## src/rtl/tea_pkg.sv

```systemverilog
// ----------------------------------------------------------------------------
// TEA cipher package
// Shared types, constants and the round mixing function of the TEA engine.
// ----------------------------------------------------------------------------
package tea_pkg;

	localparam int unsigned TEA_ROUNDS = 32;
	localparam logic [31:0] TEA_DELTA = 32'h9E37_79B9;
	localparam int unsigned TEA_ADDR_W = 4;

	localparam logic FUNC_ENCRYPT = 1'b0;
	localparam logic FUNC_DECRYPT = 1'b1;

	localparam logic [1:0] REG_KEY0 = 2'd0;
	localparam logic [1:0] REG_KEY1 = 2'd1;
	localparam logic [1:0] REG_KEY2 = 2'd2;
	localparam logic [1:0] REG_KEY3 = 2'd3;

	typedef struct packed {
		logic        func;
		logic [31:0] left_word;
		logic [31:0] right_word;
	} tea_req_t;

	typedef struct packed {
		logic [31:0] out_left;
		logic [31:0] out_right;
	} tea_rsp_t;

	typedef struct packed {
		logic        func;
		logic [31:0] y;
		logic [31:0] z;
	} tea_stage_t;

	typedef struct packed {
		logic [31:0] k0;
		logic [31:0] k1;
		logic [31:0] k2;
		logic [31:0] k3;
	} tea_key_t;

	function automatic logic [31:0] tea_mix(input logic [31:0] x, input logic [31:0] s,
		input logic [31:0] ka, input logic [31:0] kb);
		tea_mix = ({x[27:0], 4'b0000} + ka) ^ (x + s) ^ ({5'b00000, x[31:5]} + kb);
	endfunction

endpackage

```

## src/rtl/tea_cfg_regs.sv

```systemverilog
// ----------------------------------------------------------------------------
// TEA key registers
// APB-style register file holding the four 32-bit key words.
// ----------------------------------------------------------------------------
module tea_cfg_regs (
	input  logic                          clk,
	input  logic                          arst_n,
	input  logic                          psel,
	input  logic                          penable,
	input  logic                          pwrite,
	input  logic [tea_pkg::TEA_ADDR_W-1:0] paddr,
	input  logic [31:0]                   pwdata,
	output logic [31:0]                   prdata,
	output logic                          pready,
	output tea_pkg::tea_key_t             key
);
	import tea_pkg::*;

	tea_key_t key_q;
	logic     wr_en;
	logic [1:0] idx;

	assign pready = 1'b1;
	assign wr_en  = psel && penable && pwrite;
	assign idx    = paddr[3:2];
	assign key    = key_q;

	always_ff @(posedge clk or negedge arst_n) begin
		if (!arst_n) begin
			key_q <= '0;
		end else if (wr_en) begin
			case (idx)
				REG_KEY0: key_q.k0 <= pwdata;
				REG_KEY1: key_q.k1 <= pwdata;
				REG_KEY2: key_q.k2 <= pwdata;
				REG_KEY3: key_q.k3 <= pwdata;
				default: key_q <= key_q;
			endcase
		end
	end

	always_comb begin
		case (idx)
			REG_KEY0: prdata = key_q.k0;
			REG_KEY1: prdata = key_q.k1;
			REG_KEY2: prdata = key_q.k2;
			REG_KEY3: prdata = key_q.k3;
			default: prdata = '0;
		endcase
	end

endmodule

```

## config.mk

```make
export PLATFORM = sky130hd
export DESIGN_NAME = tea_cfg_regs
export DESIGN_NICKNAME = d
export VERILOG_FILES = /design/src/rtl/tea_pkg.sv /design/src/rtl/tea_cfg_regs.sv
export SDC_FILE = /design/constraint.sdc
export NUM_CORES = 1
export LEC_CHECK = 0
export ABC_AREA = 1
export ABC_CLOCK_PERIOD_IN_PS = 1500
export BUFFER_PORTS_ARGS = -buffer_cell sky130_fd_sc_hd__buf_4
export CORE_MARGIN = 2
export CORE_UTILIZATION = 56
export CTS_BUF_LIST = sky130_fd_sc_hd__clkbuf_8
export DETAILED_ROUTE_END_ITERATION = 7
export GPL_TIMING_DRIVEN = 0
export HOLD_SLACK_MARGIN = 0.02
export PLACE_DENSITY = 0.88
export SLEW_MARGIN = 30
export SYNTH_ARGS = -nofsm -noshare
export SYNTH_HDL_FRONTEND = slang
export SYNTH_SLANG_ARGS = --single-unit
export TNS_END_PERCENT = 10
```

## constraint.sdc

```tcl
create_clock -name clk -period 1.5 [get_ports clk]
set_input_delay 0.225 -clock clk [delete_from_list [all_inputs] [get_ports clk]]
set_output_delay 0.225 -clock clk [all_outputs]
set_load 0.005 [all_outputs]
```

==> flow_summary.ini <==
[detailed_routing]
dr.first_iter.drc_count = 586
drc_errors = 0
vias = 6483
wl_mm = 20.2
ant_nets = 0
via_per_inst = 5.72
first_pass_iters = 6
wire_per_inst_um = 17.8

[global_route]
grtUsageMet3 = 0.0959
grt_usage = 0.373
grt_pass1_vias = 6196
grt_overflow = 0
grt_busiest_layer = met2
grt_pass1_wl_mm = 31.7
grt_max_degree = 72
antenna_found_initial = 0
grtUsageMet2 = 0.585
grtUsageMet1 = 0.485

[floorplan]
die-area_um2 = 11100
rows = 37
start_util = 0.569
die_x_um = 105
die_y_um = 105
core-area_um2 = 10100
num_io_pins = 202

[timing]
slew_headroom = 0.584
drv_slew = 0
worstMarginPinSlew_ns = 0.625
rsz0062_at_grt = true
finalSetupViolations = 0
holdWs_ns = 0.0306
fmax_mhz = 677
finalClockSkew_ns = 0
finalWorstPathRequiredPeriod_ns = 1.48
final_hold_viol_count = 0
timing.final.crit_share = 0.985

[placed_design]
dpl_cell_area_um2 = 7460
gp_congestion = 0.874
place_hpwl_mm = 13.2
numPortBuffers = 198

[logic_synthesis]
synth_area_leaders = dfrtp_1 56%, nand2_1 28%, nand3_1 8.4%
yosysSeqAreaShare = 0.556
syn_area_per_cell_um2 = 7.76
yosysTopAreaCellShare = 0.556
netlist_area_um2 = 5760
yosysWarnings = 0
ys_types = 12
synth-seq-cells = 128
postSynthCellCount = 743
yosysTopAreaCell = dfrtp_1
synth_fp_nets = 784

[critical_path]
worstPathArrival_ns = 1.25
crit_slowest_cell = dfrtp_1
slowest_delay_ns = 0.42
end_kind = output port
critPathMaxFanout = 3
worstPathRequired_ns = 1.27
crit_type = flop to output port
crit_chain = nand3_1, nand4_1, buf_4
start_kind = flop

[final_layout]
fin_util = 0.808
layout-drive-gt1-share = 0.281
fill_cells = 673
layout_commonest_cell = nand2_1
largest_reg_flops = 128
final_nets = 1026
final_cell_mix = 425 x nand2_1, 205 x buf_4, 128 x dfrtp_1
synthToLayoutAreaGrowth_pct = 42.2
antennaDiodeCount = 0
multi_input_area_um2 = 2320
seq_area_um2 = 3200
final_area_um2 = 8190

[power]
p_sw_uw = 3390
combPwrFrac = 0.257
p_clk_frac = 0.303
power.density_nw_per_um2 = 1350
pwr-share-seq = 0.440
swShare = 0.308
p_int_uw = 7630
p_leak_uw = 0.00454
ir_drop_v = 0.000676

[flow_run]
cap_violations = 0

[worst_hold_path]
worstHoldPathType = input pin to flop

[clock_tree]
clock_sinks = 128
tritoncts = yes
path_clk_slew_ns = 0.09
clkLatencyLatePin_ns = 0.42
clockBufferDepth = 2
cts.root.buffer_cell = clkbuf_8
cts_buffers = 17
cts-htree-levels = 4

[run_status]
status = finished clean
## critical path, delay by kind of cell, from the launching register on
family                 cells  cell delay [ns]
buffers and inverters      1             0.17
flip-flops                 1             0.42
AND/OR/NAND/NOR            2             0.22
## routing by layer
| metal | vias up | share of wire |
|---|---|---|
| li1 | 2849 | - |
| met1 | 3108 | 0.37 |
| met2 | 467 | 0.48 |
| met3 | 59 | 0.12 |
| met4 | 0 | 0.031 |
| met5 | - | 0 |
## per-stage QoR
step                      total power, uW  TNS [ns]  worst slack (ns)  instances
final                               11000         0            0.0223       1134
after global routing                11500   -0.0160          -0.00597       1134
after CTS                           11000         0           0.00269       1133
after detailed placement             7590     -4.27            -0.195       1078
after global placement               7490    -28.60            -0.199       1077
after floorplan                      5660         0             0.449        743
## final timing paths
check	cells past startpoint	from	slack, ns	end
worst max-delay path	3	key[14]	0.02	prdata[14]
worst min-delay path	3	pwdata[28]	0.03	key[124]
worst max register to register	2	key[108]	0.78	key[108]
worst min register to register	2	key[54]	0.50	key[54]
max in group asynchronous	3	arst_n	0.50	key[52]
min in group asynchronous	2	arst_n	0.33	key[61]
## power groups by stage
stage	Sequential (uW)	Clock (uW)	Combinational, uW
3_3_place_gp	4850	0	2640
3_5_place_dp	4850	0	2740
4_1_cts	4810	3340	2810
2_1_floorplan	4780	0	879
6_report	4850	3340	2830
5_1_grt	4900	3490	3100
## layout make-up
| type | instances | share of cell area |
|---|---|---|
| Buffer | 48 | 0.0333 |
| Clock buffer | 19 | 0.0319 |
| Clock inverter | 13 | 0.0226 |
| Inverter | 6 | 0.00275 |
| Multi-Input combinational cell | 561 | 0.283 |
| Sequential cell | 128 | 0.391 |
| Tap cell | 136 | 0.0208 |
| Timing Repair Buffer | 223 | 0.215 |
## synthesized netlist by cell type
cell,count
dfrtp_1,128
clkbuf_1,15
conb_1,1
nor2_2,3
inv_2,4
buf_2,32
nand2_1,425
nand3_1,97
nor2_1,3
nand4_1,32
buf_4,1
inv_1,2
## kinds of logic (layout without fill, tap and decap cells)
kind of cell	count (synthesis)	after routing	synth area share
simple gates	560	560	0.401
flops	128	128	0.556
buf+inv	54	309	0.0428
other cells	1	1	0.000651
## repair_timing
| action | in CTS | in global routing |
|---|---|---|
| resized for setup | 10 | 24 |
| hold endpoints to repair | 113 | 0 |
| pin swaps | 0 | 7 |
| buffers inserted | 0 | 1 |
| hold buffers | 23 | 0 |
| setup endpoints to repair | 32 | 29 |
(Power assumes the default switching activity.)
