--- src/rtl/tea_pkg.sv ---
// ----------------------------------------------------------------------------
// TEA cipher package
// Shared types, constants and the round mixing function of the TEA engine.
// ----------------------------------------------------------------------------
package tea_pkg;

	localparam int unsigned TEA_ROUNDS = 32;
	localparam logic [31:0] TEA_DELTA = 32'h9E37_79B9;
	localparam int unsigned TEA_ADDR_W = 4;

	localparam logic FUNC_ENCRYPT = 1'b0;
	localparam logic FUNC_DECRYPT = 1'b1;

	localparam logic [1:0] REG_KEY0 = 2'd0;
	localparam logic [1:0] REG_KEY1 = 2'd1;
	localparam logic [1:0] REG_KEY2 = 2'd2;
	localparam logic [1:0] REG_KEY3 = 2'd3;

	typedef struct packed {
		logic        func;
		logic [31:0] left_word;
		logic [31:0] right_word;
	} tea_req_t;

	typedef struct packed {
		logic [31:0] out_left;
		logic [31:0] out_right;
	} tea_rsp_t;

	typedef struct packed {
		logic        func;
		logic [31:0] y;
		logic [31:0] z;
	} tea_stage_t;

	typedef struct packed {
		logic [31:0] k0;
		logic [31:0] k1;
		logic [31:0] k2;
		logic [31:0] k3;
	} tea_key_t;

	function automatic logic [31:0] tea_mix(input logic [31:0] x, input logic [31:0] s,
		input logic [31:0] ka, input logic [31:0] kb);
		tea_mix = ({x[27:0], 4'b0000} + ka) ^ (x + s) ^ ({5'b00000, x[31:5]} + kb);
	endfunction

endpackage

--- src/rtl/tea_round_stage.sv ---
// ----------------------------------------------------------------------------
// TEA half-round stage
// One registered half of a Feistel cycle, for either direction, with its own
// valid bit and a ready that lets bubbles collapse.
// ----------------------------------------------------------------------------
module tea_round_stage #(
	parameter logic [31:0] SUM_ENC = 32'h0,
	parameter logic [31:0] SUM_DEC = 32'h0,
	parameter bit          SECOND  = 1'b0
) (
	input  logic                clk,
	input  logic                arst_n,
	input  tea_pkg::tea_key_t   key,
	input  logic                up_valid,
	output logic                up_ready,
	input  tea_pkg::tea_stage_t up_data,
	output logic                dn_valid,
	input  logic                dn_ready,
	output tea_pkg::tea_stage_t dn_data
);
	import tea_pkg::*;

	logic        valid_s1;
	tea_stage_t  data_s1;
	tea_stage_t  nxt;
	logic [31:0] sum;
	logic        dec;

	assign dec = (up_data.func == FUNC_DECRYPT);
	assign sum = dec ? SUM_DEC : SUM_ENC;

	always_comb begin
		nxt = up_data;
		if (!SECOND) begin
			if (!dec) begin
				nxt.y = up_data.y + tea_mix(up_data.z, sum, key.k0, key.k1);
			end else begin
				nxt.z = up_data.z - tea_mix(up_data.y, sum, key.k2, key.k3);
			end
		end else begin
			if (!dec) begin
				nxt.z = up_data.z + tea_mix(up_data.y, sum, key.k2, key.k3);
			end else begin
				nxt.y = up_data.y - tea_mix(up_data.z, sum, key.k0, key.k1);
			end
		end
	end

	assign up_ready = !valid_s1 || dn_ready;

	always_ff @(posedge clk or negedge arst_n) begin
		if (!arst_n) begin
			valid_s1 <= 1'b0;
		end else if (up_ready) begin
			valid_s1 <= up_valid;
		end
	end

	always_ff @(posedge clk) begin
		if (up_ready && up_valid) begin
			data_s1 <= nxt;
		end
	end

	assign dn_valid = valid_s1;
	assign dn_data  = data_s1;

endmodule

--- config.mk ---
export PLATFORM = sky130hd
export DESIGN_NAME = tea_round_stage
export DESIGN_NICKNAME = d
export VERILOG_FILES = /design/src/rtl/tea_pkg.sv /design/src/rtl/tea_round_stage.sv
export SDC_FILE = /design/constraint.sdc
export NUM_CORES = 1
export LEC_CHECK = 0
export BUFFER_PORTS_ARGS = -buffer_cell sky130_fd_sc_hd__buf_4
export CAP_MARGIN = 20
export CORE_MARGIN = 1
export CORE_UTILIZATION = 36
export DETAILED_ROUTE_END_ITERATION = 16
export GPL_TIMING_DRIVEN = 0
export MAX_ROUTING_LAYER = met4
export PLACE_DENSITY = 0.56
export SYNTH_ARGS = -nofsm -noshare
export SYNTH_HDL_FRONTEND = slang
export SYNTH_SLANG_ARGS = --single-unit
--- constraint.sdc ---
create_clock -name clk -period 3.85 [get_ports clk]
set_input_delay 0.77 -clock clk [delete_from_list [all_inputs] [get_ports clk]]
set_output_delay 0.77 -clock clk [all_outputs]
set_load 0.03 [all_outputs]
==> results of run 1 <==
[what timing repair did]
item	CTS	global route
setup buffers	80	36
pin swaps	113	119
setup endpoints to repair	42	45
resized for setup	195	108
cloned	0	0
[sequential cells by signal, summed over array words and instances, names as in the netlist]
| signal | count |
|---|---|
| dn_valid | 1 |
| dn_data | 65 |
[critical path: cells and delay by family]
kind	cells	cell delay [ns]
compound gates	7	1.85
xor+xnor	6	0.97
fa+ha+maj	2	0.65
buf+inv	2	0.28
simple gates	5	1.28
[report_power, final]
| part | total [uW] | switching [uW] | internal, uW |
|---|---|---|---|
| registers | 1080 | 39.7 | 1040 |
| clock network | 761 | 338 | 423 |
| logic | 7620 | 4000 | 3620 |
[final timing paths]
kind | slack (ns) | to | startpoint | depth (start not counted)
worst max-delay path | -1.82 | dn_data[63] | up_data[9] | 22
worst max register to register | 2.24 | dn_data[33] | dn_valid | 3
max in group asynchronous | 3.61 | dn_valid | arst_n | 1
worst min register to register | 0.57 | dn_valid | dn_valid | 2
worst min-delay path | 0.16 | dn_valid | arst_n | 1
min in group clk | 0.57 | dn_valid | dn_valid | 2
[area by class of cell]
| type | instances | area [um2] | area share [%] |
|---|---|---|---|
| clock buffers | 10 | 229.0 | 1.315 |
| repair buffers | 373 | 2993 | 17.19 |
| plain buffers | 15 | 66.31 | 0.3808 |
| flip-flops and latches | 66 | 1977 | 11.35 |
| inverters | 35 | 131.4 | 0.7544 |
| clock inverters | 5 | 22.52 | 0.1293 |
| well taps | 442 | 553.0 | 3.176 |
| multi-input cells | 1265 | 11440 | 65.71 |
[stage by stage]
| step | power (uW) | TNS (ns) |
|---|---|---|
| 2_1_floorplan | 5151 | -23.51 |
| 3_3_place_gp | 6644 | -62.69 |
| 3_5_place_dp | 6664 | -58.33 |
| 4_1_cts | 8684 | -32.25 |
| 5_1_grt | 10000 | -42.74 |
| 6_report | 9461 | -35.74 |
[kinds of logic (layout without fill, tap and decap cells)]
family                     count (synthesis)  in the layout  synth area share (%)
AOI/OAI and AO/OA                        459            459                 25.59
and+or+nand+nor                          312            312                 12.83
xor gates and xnor gates                 288            288                 21.37
adders and majority gates                180            180                 19.40
DFF                                       66             66                 16.70
buffers and inverters                     52            438                 1.649
muxes                                     26             26                 2.462
[cell usage in the layout, fill, tap and decap left out, drive strengths merged, types with 19 or more instances in the layout]
master    n
buf     376
xnor2   227
ha      174
a21oi   136
nand2   101
o21ai    95
a21o     80
nor2     70
edfxtp   65
xor2     61
inv      35
mux2     25
nand2b   22
o21a     22
clkbuf   22
nand3    20
nor3     19
[layer usage]
metal  track usage (%)  vias up  share of wire [%]  routed length (um)
li1                  -     5873                  -                   -
met3             4.468       60                6.1                2798
met2             42.36      404                 45               20970
met4             7.600        0                1.9                 874
met5                 -        -                  0                   0
met1             36.67     5718                 47               21490
[cells in the mapped netlist, types with 5 or more instances]
master	instances
ha_1	174
nor2b_1	17
o211ai_1	7
a211o_1	5
nor3_1	19
clkbuf_1	14
fa_1	6
o21ai_0	90
and2_1	11
nand2_1	101
xnor2_1	226
o21a_1	22
nor2_1	70
nand3_1	20
a211oi_1	15
o41ai_1	5
edfxtp_1	65
a21oi_1	135
mux2_2	25
nand4_1	13
a31o_2	5
inv_1	35
and3_1	9
xor2_1	61
o21bai_1	18
a31oi_1	9
or3_1	5
o31ai_1	15
nand2b_1	22
a21o_1	80
==> key figures, run 1 <==
Outcome
  • Status: complete, but fails checks
  • Failing checks: setup timing

Place
  • Dpl hpwl: 36.23 mm
  • Placer congestion estimate: 0.9364
  • Dpl ws: -2.545 ns
  • DP Area: 14,760 um2
  • Port-buffer cells: 263
  • Placed Cells: 2,089

Clocking
  • Cts hold-fix bufs: 0
  • Root Buffer: clkbuf_16
  • CTS H-tree depth: 3
  • CTS tree: done
  • Clk buf depth: 2
  • CTS Buf Count: 9
  • Num Clock Sinks: 66
  • Worst-path clk slew: 0.06 ns
  • Worst-skew pair later-pin latency: 0.37 ns

Logic synthesis
  • Synth async-reset ratio: 1.515%
  • Number of synthesized register bits: 66
  • EDFF count, synth: 65
  • Syn Area/Cell: 8.561 um2
  • Post-synthesis cell count: 1,383
  • Sequential share of the synthesized area: 16.70%
  • Prevailing post-synth register cell: edfxtp_1
  • Synthesized netlist net count: 1,760
  • Yosys top cell by area: ha_1
  • Netlist Area Pre-Place: 11,840 um2
  • Synth unique cells: 80
  • Area share of the largest cell type after synthesis: 18.39%
  • Synth warn: 0
  • Synth area leaders: ha_1 (18%), xnor2_1 (17%), edfxtp_1 (16%)

Power
  • P per Cell Area: 543.2 nW/um2
  • Pleak: 0.007498 uW
  • Peak supply drop: 0.2609 mV

Worst setup path
  • Crit Path Category: in -> reg
  • CP Cell Sequence: buf_4, ha_1, o21a_1, o21ai_0, o211ai_1, and3_4, or3_4, a21oi_4, xnor2_2, xnor2_2, ha_1, clkbuf_8, nand4_1, or4_4, o41a_1, a211oi_4, o31ai_4, xnor2_1, xnor2_1, xnor2_1, nor2_1, xor2_1
  • Startpoint class of the critical path: input pin
  • Max Fanout on Critical Path: 5
  • Worst endpoint required time: 3.98 ns
  • CP most frequent cell: xnor2_1
  • Crit path max-delay cell type: o41a_1
  • CP Data Arrival Time: 5.80 ns
  • CP max stage delay: 0.51 ns
  • Crit end category: register

Finish
  • Fin util: 53.66%
  • Filler cell count: 3,021
  • Post-route cell area: 17,420 um2
  • Final Non-Filler Cells: 2,211
  • Area growth from synthesis to layout: 47.09%
  • Final net count: 2,142
  • N_diodes: 0
  • Share of layout cells above drive strength 1: 36.91%

STA
  • Fin. max-slew vios: 0
  • Hold Slack: 0.1573 ns
  • PnR worst setup slack: -1.823 ns
  • Final Skew: 0.009368 ns
  • Final period util: 147.4%
  • Min Clock Period, post-route: 5.673 ns
  • Fmax: 176.3 MHz
  • Slew @ Worst Pin: 0.9663 ns
  • RSZ-0062 raised after global routing: true
  • Setup Viol. Count Final: 40
  • Final hold vios: 0
  • Relative slew slack: 35.58%

Route
  • Initial DRC count: 992
  • Routed Antenna Nets: 0
  • Routed wire per std cell: 20.86 um
  • Initial DRT Pass Iterations: 7
  • Number of vias per cell: 5.452
  • Wirelength, routed: 46.13 mm
  • Drt drc: 0
  • DR vias: 12,060

Floorplanning
  • I/O pin count: 264
  • Die Y: 183.4 um
  • Row cnt: 66
  • Die X-Extent: 183.4 um
  • Initial Util: 36.48%
  • Total die area: 33,620 um2
  • Core area: 32,450 um2

Global routing
  • First-pass GRT wire length: 66.82 mm
  • Largest net degree at the start of global routing: 37
  • GRT overflow: 0
  • Total global-route track usage: 27.37%
  • Initial antenna violation count: 0
  • Number of global-route vias before repair: 11,750

Hold path
  • Worst Hold Class: in -> async

Flow run
  • Max Cap Violations: 0
Note: power is estimated with default switching activity, not from simulation.
==> run 2: changes to the inputs <==
==> constraint.sdc (replaced) <==
create_clock -name clk -period 7.05 [get_ports clk]
set_input_delay 1.41 -clock clk [delete_from_list [all_inputs] [get_ports clk]]
set_output_delay 1.41 -clock clk [all_outputs]
set_load 0.03 [all_outputs]
==> key figures, run 2 (synthesis results as in run 1) <==
Place
  • Placer congestion estimate: 0.9363
  • Dpl hpwl: 35.35 mm
  • Port-buffer cells: 263
  • Placed Cells: 2,089

Clocking
  • Cts hold-fix bufs: 0
  • Root Buffer: clkbuf_16
  • CTS Buf Count: 9
  • CTS H-tree depth: 3
  • Clk buf depth: 2
  • Worst-skew pair later-pin latency: 0.36 ns
  • Worst-path clk slew: 0.06 ns
  • CTS tree: done
  • Num Clock Sinks: 66

Route
  • Number of vias per cell: 5.432
  • Drt drc: 0
  • Routed wire per std cell: 20.11 um
  • Initial DRT Pass Iterations: 5
  • Initial DRC count: 748
  • DR vias: 11,440
  • Routed Antenna Nets: 0
  • Wirelength, routed: 42.33 mm

Hold path
  • Worst Hold Class: reg -> reg

STA
  • RSZ-0062 raised after global routing: false
  • Fin. max-slew vios: 0
  • Slew @ Worst Pin: 0.9018 ns
  • Final period util: 97.56%
  • Setup Viol. Count Final: 0
  • Fmax: 145.4 MHz
  • Min Clock Period, post-route: 6.878 ns
  • Relative slew slack: 39.88%
  • Final Skew: 0.007985 ns
  • Final hold vios: 0

Finish
  • Area growth from synthesis to layout: 24.10%
  • Filler cell count: 3,221
  • Max FFs per register: 65
  • Commonest non-fill, non-tap cell in the layout: buf_4
  • Share of layout cells above drive strength 1: 20.16%
  • Final Non-Filler Cells: 2,105
  • Fin util: 45.28%
  • Leading cell types in the layout, fill and taps excluded: buf_4 (263), xnor2_1 (226), ha_1 (173)
  • Final net count: 2,034

Floorplanning
  • Initial Util: 36.48%
  • Total die area: 33,620 um2
  • Core area: 32,450 um2
  • Row cnt: 66
  • Die X-Extent: 183.4 um
  • Die Y: 183.4 um
  • I/O pin count: 264

Outcome
  • Status: finished, final reports clean

Global routing
  • Met2 GRT Util: 41.76%
  • Met1 Use GR: 34.02%
  • Global Route met3 Usage: 2.701%
  • Most used routing layer: met2
  • Number of global-route vias before repair: 11,220
  • Largest net degree at the start of global routing: 37
  • Initial antenna violation count: 1
  • First-pass GRT wire length: 63.18 mm
  • Total global-route track usage: 25.73%
  • GRT overflow: 0

Worst setup path
  • CP Data Arrival Time: 6.97 ns
  • Startpoint class of the critical path: input pin
  • Worst endpoint required time: 7.14 ns
  • Crit end category: register
  • Max Fanout on Critical Path: 7
  • Crit Path Category: in -> reg

Flow run
  • Max Cap Violations: 0

Power
  • Pleak: 0.006457 uW
  • Power, Total: 3865 uW
  • Peak supply drop: 0.1460 mV
  • P per Cell Area: 263.0 nW/um2
## run 2: cell types whose count changed in the layout (fill, tap and decap cells not counted), sizes merged
cell    change
buf       -109
clkinv      +1
diode       +1
clkbuf      +1
## run 2: final timing paths
path / startpoint / endpoint / slack [ns] / cells past startpoint
worst max-delay path: up_data[6] / dn_data[63] / 0.17 / 23
worst min-delay path: dn_valid / dn_valid / 0.58 / 2
worst max register to register: dn_valid / dn_data[1] / 5.48 / 3
worst min register to register: dn_valid / dn_valid / 0.58 / 2
max in group asynchronous: arst_n / dn_valid / 6.15 / 1
min in group asynchronous: arst_n / dn_valid / 0.82 / 1
## run 2: metal layers
| layer | vias to the layer above | part of all wire (%) | wire, um |
|---|---|---|---|
| li1 | 5682 | - | - |
| met1 | 5405 | 47 | 20010 |
| met2 | 301 | 46 | 19440 |
| met3 | 47 | 4.6 | 1937 |
| met4 | 0 | 2.2 | 932 |
| met5 | - | 0 | 0 |
## run 2: through the flow
stage                     instance area (um2)  hold WS (ns)  setup TNS (ns)  setup slack [ns]
final                                   14690        0.5768               0            0.1721
after CTS                               14640        0.6017               0           0.04539
after global placement                  14370        0.5711         -0.4902           -0.2692
after floorplan                         11840        0.9253               0            0.8073
after detailed placement                14390        0.5861         -0.5398           -0.2981
after global routing                    14690        0.6456               0         0.0003979
## run 2: power by group
part	switching [uW]	internal [uW]
Combinational	1570	1280
Sequential	21.9	568
Clock	189	232
## run 2: critical path, cell delays in order
cell	delay, ns
buf_4	0.16
ha_1	0.38
a2111oi_4	0.40
o21ai_2	0.12
a31o_2	0.25
a21oi_1	0.27
o21ai_1	0.14
a21oi_1	0.18
o21ai_0	0.16
a21o_1	0.21
a21oi_1	0.21
xnor2_1	0.12
ha_2	0.41
nand4_1	0.17
or4_1	0.49
o41a_1	0.53
a211oi_2	0.29
o31ai_1	0.19
xnor2_1	0.18
xnor2_1	0.16
xnor2_1	0.21
nor2_1	0.10
xor2_1	0.19
## run 2: timing repair
item,in CTS,in global routing
gates resized for setup,0,11
setup buffers,0,0
setup endpoints to repair,0,5
## run 2: cell type report
type                            instances  area, um2  area share [%]
Inverter                               35      131.4          0.8941
Clock buffer                           10      229.0           1.558
Antenna cell                            1      2.502         0.01703
Buffer                                 16      60.06          0.4087
Multi-Input combinational cell       1265       9723           66.17
Tap cell                              442      553.0           3.764
Timing Repair Buffer                  264       1994           13.57
Clock inverter                          6      23.77          0.1618
Sequential cell                        66       1977           13.45
==> run 3: changes to the inputs <==
--- a/config.mk
+++ b/config.mk
@@ -5,6 +5,7 @@
 export SDC_FILE = /design/constraint.sdc
 export NUM_CORES = 1
 export LEC_CHECK = 0
+export ABC_AREA = 1
 export BUFFER_PORTS_ARGS = -buffer_cell sky130_fd_sc_hd__buf_4
 export CAP_MARGIN = 20
 export CORE_MARGIN = 1
@@ -12,7 +13,7 @@
 export DETAILED_ROUTE_END_ITERATION = 16
 export GPL_TIMING_DRIVEN = 0
 export MAX_ROUTING_LAYER = met4
-export PLACE_DENSITY = 0.56
+export PLACE_DENSITY = 0.55
 export SYNTH_ARGS = -nofsm -noshare
 export SYNTH_HDL_FRONTEND = slang
 export SYNTH_SLANG_ARGS = --single-unit
==> key figures, run 3 <==
Hold path
  • Hold Path Sink: dn_valid
  • Hold depth: 2
  • Worst Hold Class: reg -> reg
  • Hold path startpoint: dn_valid

Global routing
  • Global Route met3 Usage: 2.001%
  • Most used routing layer: met2
  • Initial antenna violation count: 0
  • First-pass GRT wire length: 82.57 mm
  • Met2 GRT Util: 49.47%
  • Total global-route track usage: 28.80%
  • Met1 Use GR: 35.57%
  • Number of global-route vias before repair: 15,310
  • GRT overflow: 0
  • Largest net degree at the start of global routing: 30

Route
  • Initial DRC count: 693
  • Number of vias per cell: 5.189
  • Wirelength, routed: 55.49 mm
  • Drt drc: 0
  • DR vias: 15,300
  • Routed wire per std cell: 18.82 um
  • Routed Antenna Nets: 0
  • Initial DRT Pass Iterations: 5

Floorplanning
  • Die Y: 198.8 um
  • Initial Util: 36.76%
  • Row cnt: 71
  • Total die area: 39,520 um2
  • I/O pin count: 264
  • Core area: 37,930 um2
  • Die X-Extent: 198.8 um

Finish
  • Final net count: 2,809
  • Filler cell count: 4,087
  • Fin util: 44.54%
  • Share of layout cells above drive strength 1: 14.94%
  • Final Non-Filler Cells: 2,948
  • N_diodes: 0
  • Max FFs per register: 65
  • Area growth from synthesis to layout: 21.17%
  • Commonest non-fill, non-tap cell in the layout: nand2_1
  • Leading cell types in the layout, fill and taps excluded: nand2_1 (626), buf_4 (265), inv_1 (227)

Worst setup path
  • Crit end category: register
  • Worst endpoint required time: 7.16 ns
  • Worst flop-to-flop path endpoint: dn_data[52]
  • Register-to-register setup slack: 5.39 ns
  • Max Fanout on Critical Path: 5
  • Startpoint class of the critical path: input pin
  • Crit Path Category: in -> reg
  • R2r startpoint: dn_valid
  • CP Data Arrival Time: 5.52 ns
  • Reg2Reg Depth: 2

Clocking
  • Cts repair resizes: 0
  • Worst-path clk slew: 0.07 ns
  • CTS Buf Count: 9
  • CTS H-tree depth: 3
  • CTS tree: done
  • Post-CTS setup buffer count: 0
  • Num Clock Sinks: 66
  • Clk buf depth: 2
  • Worst-skew pair later-pin latency: 0.35 ns
  • Cts hold-fix bufs: 0
  • Root Buffer: clkbuf_16

Logic synthesis
  • Syn Area/Cell: 6.467 um2
  • EDFF count, synth: 65
  • Prevailing post-synth register cell: edfxtp_1
  • Yosys top cell by area: nand2_1
  • Number of synthesized register bits: 66
  • Post-synthesis cell count: 2,156
  • Area share of the largest cell type after synthesis: 16.85%
  • Synth top cells by count: nand2_1 (626), inv_1 (227), nor2_1 (190), ha_1 (174), a21oi_1 (173)
  • Synth warn: 0
  • Synthesized netlist net count: 2,533
  • Synth unique cells: 50
  • Synth area leaders: nand2_1 (17%), ha_1 (16%), edfxtp_1 (14%)
  • Top-count cell post-synth: nand2_1
  • Sequential share of the synthesized area: 14.18%
  • Synth async-reset ratio: 1.515%
  • Netlist Area Pre-Place: 13,940 um2

STA
  • Min Clock Period, post-route: 5.405 ns
  • Final period util: 76.66%
  • Slew @ Worst Pin: 0.8310 ns
  • Hold Slack: 0.6028 ns
  • Relative slew slack: 44.60%
  • Setup_tns: 0 ns
  • Fmax: 185.0 MHz
  • Setup Viol. Count Final: 0
  • Final Skew: 0.008607 ns
  • Final hold vios: 0
  • RSZ-0062 raised after global routing: false
  • Fin. max-slew vios: 0

Power
  • P per Cell Area: 246.2 nW/um2
  • Pleak: 0.008505 uW
  • Peak supply drop: 0.1242 mV

Place
  • Placed Cells: 2,932
  • Dpl hpwl: 48.42 mm
  • Port-buffer cells: 263
  • Placer congestion estimate: 0.9493

Flow run
  • Max Cap Violations: 0

Outcome
  • Status: finished, final reports clean
-- run 3: cell count changes in the layout (fill, tap and decap cells not counted), moves of 20 or more --
cell,previous run,this run
inv_1,35,227
nand3_1,20,127
nand2_1,101,626
nand2b_1,22,0
a21oi_1,132,172
o21a_1,22,2
nor2_1,70,190
mux2_2,25,0
xor2_1,61,121
xnor2_1,226,114
a21o_1,80,31
-- run 3: worst max path at each step --
stage | from | endpoint | cells past startpoint
5_1_grt | up_data[5] | dn_data[63] | 24
3_3_place_gp | up_valid | dn_data[52] | 3
6_report | up_data[5] | dn_data[58] | 22
2_1_floorplan | up_valid | dn_data[0] | 2
3_5_place_dp | up_data[5] | dn_data[58] | 22
4_1_cts | up_data[5] | dn_data[58] | 22
-- run 3: stage by stage --
stage	setup WS, ns	instance area [um2]	total power, uW
CTS	1.692	16900	4148
global route	1.296	16900	4518
global placement	0.01949	16560	3676
finish	1.645	16900	4160
detailed placement	1.305	16620	3686
floorplan	1.934	13940	2736
-- run 3: area by class of cell --
class / instances / area (um2) / share of cell area [%]
buffer: 15 / 67.56 / 0.3999
clock buffer: 9 / 225.2 / 1.333
clock inverter: 7 / 53.80 / 0.3184
inverter: 228 / 855.8 / 5.066
multi-input combinational: 1847 / 11050 / 65.43
sequential: 66 / 1977 / 11.70
tap: 511 / 639.4 / 3.784
timing repair buffer: 265 / 2022 / 11.97
-- run 3: metal layers --
layer | part of all wire [%] | vias up | wire length, um
li1 | - | 7749 | -
met1 | 45 | 7026 | 24980
met2 | 48 | 444 | 26490
met3 | 4.2 | 78 | 2343
met4 | 3.0 | 0 | 1677
met5 | 0 | - | 0
-- run 3: report_power, final --
part	switching, uW	internal (uW)
Clock	202	241
Sequential	33.5	542
Combinational	2010	1130
Total	2250	1910
-- run 3: cell families (layout without fill, tap and decap cells) --
family | count (synthesis) | after routing | share of synthesized area (%)
AO/OA/AOI/OAI | 383 | 383 | 16.44
XOR/XNOR | 235 | 235 | 14.76
adder cells (fa/ha/maj) | 180 | 180 | 16.48
buffers and inverters | 243 | 524 | 6.622
flip-flops | 66 | 66 | 14.18
AND/OR/NAND/NOR | 1049 | 1049 | 31.52
-- run 3: critical path, stage by stage --
cell      delay [ns]
buf_4           0.15
ha_1            0.22
fa_1            0.41
nand3_1         0.09
nand2_1         0.11
nand2_1         0.10
nand3_2         0.13
a21oi_4         0.27
inv_2           0.07
a21oi_2         0.14
xor2_1          0.23
xor2_1          0.35
ha_1            0.36
nand2_1         0.16
o21ai_0         0.17
a211oi_2        0.35
nand3_1         0.27
nand2_1         0.12
nand2_1         0.09
or2_1           0.21
nand3_1         0.06
nand2_1         0.06
